<file path="config.mk">
export PLATFORM = sky130hd
export DESIGN_NAME = swsm_ctrl
export DESIGN_NICKNAME = d
export VERILOG_FILES = /design/src/design/assert_macros.svh /design/src/design/swsm_pkg.sv /design/src/design/swsm_ctrl.sv
export SDC_FILE = /design/constraint.sdc
export NUM_CORES = 1
export LEC_CHECK = 0
export BUFFER_PORTS_ARGS = -buffer_cell sky130_fd_sc_hd__buf_2
export CORE_AREA = 2 2 39 41
export CTS_CLUSTER_SIZE = 40
export DETAILED_ROUTE_END_ITERATION = 12
export DIE_AREA = 0 0 41 43
export GPL_TIMING_DRIVEN = 0
export PLACE_DENSITY = 0.3
export SYNTH_ARGS = -nofsm -noshare
export SYNTH_HDL_FRONTEND = slang
export SYNTH_SLANG_ARGS = --single-unit
</file>
<file path="constraint.sdc">
create_clock -name clk -period 0.97 [get_ports clk]
set_input_delay 0.194 -clock clk [delete_from_list [all_inputs] [get_ports clk]]
set_output_delay 0.194 -clock clk [all_outputs]
set_load 0.01 [all_outputs]
</file>
<file path="src/design/assert_macros.svh">
// Assertion helpers used by the top-level RTL file
`ifndef ASSERT_MACROS_SVH
`define ASSERT_MACROS_SVH

// Same-cycle implication, disabled while reset is asserted
`define ASSERT_IMPLIES(label, clk, rst_n, ante, cons, msg) \
	label: assert property (@(posedge clk) disable iff (!rst_n) (ante) |-> (cons)) \
		else $error(msg);

// Next-cycle implication, disabled while reset is asserted
`define ASSERT_NEXT(label, clk, rst_n, ante, cons, msg) \
	label: assert property (@(posedge clk) disable iff (!rst_n) (ante) |=> (cons)) \
		else $error(msg);

`endif

</file>
<file path="src/design/swsm_pkg.sv">
package swsm_pkg;

	// Window storage
	localparam int FIFO_DEPTH  = 4096;
	localparam int SAMPLE_BITS = 14;
	localparam int PTR_W       = $clog2(FIFO_DEPTH);
	localparam int OCC_W       = $clog2(FIFO_DEPTH + 1);

	// Field widths
	localparam int TGT_W = 24;
	localparam int SUM_W = 25;
	localparam int CNT_W = 32;

	localparam logic [TGT_W-1:0] TGT_RESET = TGT_W'(1);
	localparam logic [CNT_W-1:0] CNT_MAX   = '1;

	// Result packing, lowest bit first
	localparam int OUT_MATCH_LSB = 0;
	localparam int OUT_CNT_LSB   = OUT_MATCH_LSB + 1;
	localparam int OUT_SUM_LSB   = OUT_CNT_LSB + CNT_W;
	localparam int OUT_LEN_LSB   = OUT_SUM_LSB + SUM_W;
	localparam int OUT_OVF_LSB   = OUT_LEN_LSB + OCC_W;
	localparam int OUT_RAW_W     = OUT_OVF_LSB + 1;
	localparam int M_TDATA_W     = ((OUT_RAW_W + 7) / 8) * 8;
	localparam int S_TDATA_W     = ((SAMPLE_BITS + 7) / 8) * 8;

	typedef logic [PTR_W-1:0]       ptr_t;
	typedef logic [OCC_W-1:0]       occ_t;
	typedef logic [SUM_W-1:0]       sum_t;
	typedef logic [SAMPLE_BITS-1:0] sample_t;

	// Controller to datapath
	typedef struct packed {
		logic accept;  // take the input sample and push it
		logic pop;     // drop the oldest sample from the window
		logic finish;  // match check, count update, load result register
	} ctl_cmd_t;

	// Datapath to controller
	typedef struct packed {
		logic trim_needed;  // sum above target with samples left
	} dp_status_t;

	// Circular pointer advance
	function automatic ptr_t ptr_next(input ptr_t p);
		ptr_t r;
		r = (p == PTR_W'(FIFO_DEPTH - 1)) ? '0 : p + PTR_W'(1);
		return r;
	endfunction

endpackage

</file>
<file path="src/design/swsm_ctrl.sv">
module swsm_ctrl
	import swsm_pkg::*;
(
	input  logic       clk,
	input  logic       arst_n,
	input  logic       s_tvalid,
	output logic       s_tready,
	output logic       m_tvalid,
	input  logic       m_tready,
	input  dp_status_t status,
	output ctl_cmd_t   cmd
);

	typedef enum logic {
		ST_IDLE,
		ST_TRIM
	} state_t;

	state_t state_q;
	logic   m_tvalid_q;
	logic   out_free;

	assign out_free = !m_tvalid_q || m_tready;

	// Commands to the datapath
	always_comb begin
		cmd        = '0;
		cmd.accept = (state_q == ST_IDLE) && s_tvalid;
		cmd.pop    = (state_q == ST_TRIM) && status.trim_needed;
		cmd.finish = (state_q == ST_TRIM) && !status.trim_needed && out_free;
	end

	assign s_tready = (state_q == ST_IDLE);
	assign m_tvalid = m_tvalid_q;

	// State and result valid
	always_ff @(posedge clk or negedge arst_n) begin
		if (!arst_n) begin
			state_q    <= ST_IDLE;
			m_tvalid_q <= 1'b0;
		end else begin
			if (cmd.finish) begin
				m_tvalid_q <= 1'b1;
			end else if (m_tready) begin
				m_tvalid_q <= 1'b0;
			end
			case (state_q)
				ST_IDLE: begin
					if (cmd.accept) begin
						state_q <= ST_TRIM;
					end
				end
				ST_TRIM: begin
					if (cmd.finish) begin
						state_q <= ST_IDLE;
					end
				end
				default: begin
					state_q <= ST_IDLE;
				end
			endcase
		end
	end

endmodule

</file>
==> results by group <==
Synthesis
  • Post-synth ARST share: 100%
  • Flops & latches, synth: 2
  • Mapped cell area: 109 um^2
  • Yosys warns: 0
  • Synth cell types: 8
  • Register area share after synthesis: 46.0%
  • Mapped Nets: 16
  • Avg Cell Area, Syn: 9.90 um^2
  • Area contributors post-synth: dfrtp_1 (46%), nand2b_4 (13%), and2b_2 (8.0%), o21ai_2 (8.0%), inv_1 (6.9%)
  • Synth Flop Type: dfrtp_1
  • Syn Inst Count: 11
  • Area leader, netlist: dfrtp_1
  • Post-synth top cells: dfrtp_1 (2), inv_1 (2), nor2_1 (2)
  • Top-area cell type share of the netlist area: 46.0%
  • Number of flops mapped to enable cells by yosys: 0

Route
  • DR vias: 130
  • DRT antenna net count: 0
  • First drt pass iteration count: 2
  • DR WL/cell: 8.10 um
  • WL final: 332 um
  • Drt initial violations: 1
  • Via density: 3.17
  • DRC violations left: 0

Timing
  • Final number of hold-violating endpoints: 0
  • Max Clk Rate: 848 MHz
  • Crit path time final: 1.18 ns
  • Worst Clk Skew: 0.000444 ns
  • Worst hold slack: 0.153 ns
  • Unrepaired setup endpoints after global routing: true
  • Worst Tran Pin Value: 0.145 ns
  • Final Max Slew Viols: 0
  • Final Setup Violations: 5
  • Final WS setup: -0.209 ns
  • Fin crit share: 122%
  • Worst rel slew slack: 90.3%

Worst hold path
  • Worst min path class: input port to register

Pwr
  • Leakage: 0.124 nW
  • PwrDens: 1870 mW/mm^2
  • Total Power: 0.000433 W
  • Peak VDD IR: 0.000386 V

Global route
  • GRT Overall Usage: 6.33%
  • Largest net degree at the start of global routing: 6
  • Initial antenna violation count: 0
  • Number of global-route vias before repair: 131
  • Grt total ovfl: 0
  • First-pass GRT wire length: 593 um

Critical path
  • Data required, critical path: 0.78 ns
  • Reg2Reg Depth: 3
  • Slowest stage cell on the critical path: dfrtp_1
  • Worst Setup SP: m_tvalid$_DFFE_PN0P_
  • CP Buf/Inv Count: 1
  • Maximum fanout along the worst path: 2
  • Top delay family on crit path: flip-flops
  • Crit path cell chain: nand2b_4 > and3_4 > buf_6
  • Arr. time, crit path: 0.99 ns
  • WP depth: 3
  • Setup crit end kind: primary output
  • R2R Path End: state_q$_DFF_PN0_
  • CP Capture Point: cmd[0]
  • RR Startpoint: m_tvalid$_DFFE_PN0P_
  • Critical Path Start Type: register
  • Reg2Reg Setup Slack: 0.17 ns
  • Kind of critical path: register to primary output
  • CP peak stage delay: 0.40 ns

Finish
  • Net count, final: 32
  • Post-route cell area: 231 um^2
  • Area grow syn2layout: 113%
  • Share of cells above drive strength 1: 68.0%
  • Fin util: 16.7%
  • Antenna Cells: 0

Placement
  • Pre-CTS setup slack: -0.000760 ns
  • Port Buffers: 9
  • Area after DPL: 174 um^2
  • Placer Congestion: 0.593

Floorplanning
  • I/O pins: 10
  • Starting Density: 7.87%
  • Die Span Y: 43 um
  • Core footprint: 0.00138 mm^2
  • Die X: 41 um
  • Num rows: 14
  • Die area: 0.00176 mm^2

Clocking
  • TritonCTS Sinks: 2
  • Clk buf depth: 2
  • CTS tree: built
  • Later-pin clock latency in the skew report: 0.22 ns
  • Clock slew at reported path FFs: 0.03 ns
  • Num CTS Buffers: 3
  • CTS H-tree lvls: 1
  • Clock root buffer master: clkbuf_4

Flow run
  • MaxCap Viol Count: 0

Run status
  • Failing checks: negative setup slack
  • Status: finished, violations left
[final cells by class]
type,count,area [um^2]
fillers,161,1150
repair buffers,11,75.1
clock buffers,3,22.5
inverters,2,7.51
flip-flops and latches,2,50.0
well taps,16,20.0
multi-input cells,7,56.3
[registers in the layout, indices dropped and copies added, names as in the netlist]
register  count
m_tvalid      1
state_q       1
[how the worst min path moves through the flow]
stage / slack, ns / depth (start not counted) / endpoint / start
2_1_floorplan: -0.10 / 0 / m_tvalid$_DFFE_PN0P_ / arst_n
3_3_place_gp: -0.02 / 1 / state_q$_DFF_PN0_ / arst_n
3_5_place_dp: -0.02 / 1 / state_q$_DFF_PN0_ / arst_n
4_1_cts: 0.14 / 2 / m_tvalid$_DFFE_PN0P_ / status
5_1_grt: 0.15 / 2 / m_tvalid$_DFFE_PN0P_ / status
6_report: 0.15 / 2 / m_tvalid$_DFFE_PN0P_ / status
[power breakdown]
group / switching (W) / internal [W]
clock network: 0.0000472 / 0.000136
logic: 0.0000564 / 0.0000748
registers: 0.0000183 / 0.0000997
[layout by cell type (no fill, tap or decap)]
cell	instances
a31oi_1	1
buf_4	1
inv_1	2
and2b_2	1
buf_6	2
dlygate4sd3_1	1
and3_4	1
dfrtp_1	2
buf_2	7
clkbuf_4	3
o21ai_2	1
nor2_1	2
nand2b_4	1
[stage by stage]
stage          instances   TNS [ns]
6_report              41     -0.663
2_1_floorplan         11          0
5_1_grt               41      -1.00
4_1_cts               41     -0.754
3_3_place_gp          36          0
3_5_place_dp          36  -0.000760
[kinds of logic after synthesis]
kind of cell | after synthesis | share of synthesized area [%]
AND/OR/NAND/NOR | 5 | 33.3
AO/OA/AOI/OAI | 2 | 13.8
buffers and inverters | 2 | 6.90
flip-flops | 2 | 46.0
[repair_timing]
item	4_1_cts	5_1_grt
cloned	0	0
endpoints found under the hold margin	2	0
buffers inserted	1	0
hold buffers	1	0
endpoints found under the setup margin	5	5
gates resized for setup	3	0
[layer usage]
metal | track usage [%] | up-vias | part of all wire, %
li1 | - | 65 | -
met1 | 6.75 | 53 | 50
met2 | 4.69 | 10 | 30
met3 | 7.85 | 2 | 18
met4 | 8.00 | 0 | 1.8
met5 | 0 | - | 0
(Power assumes the default switching activity.)
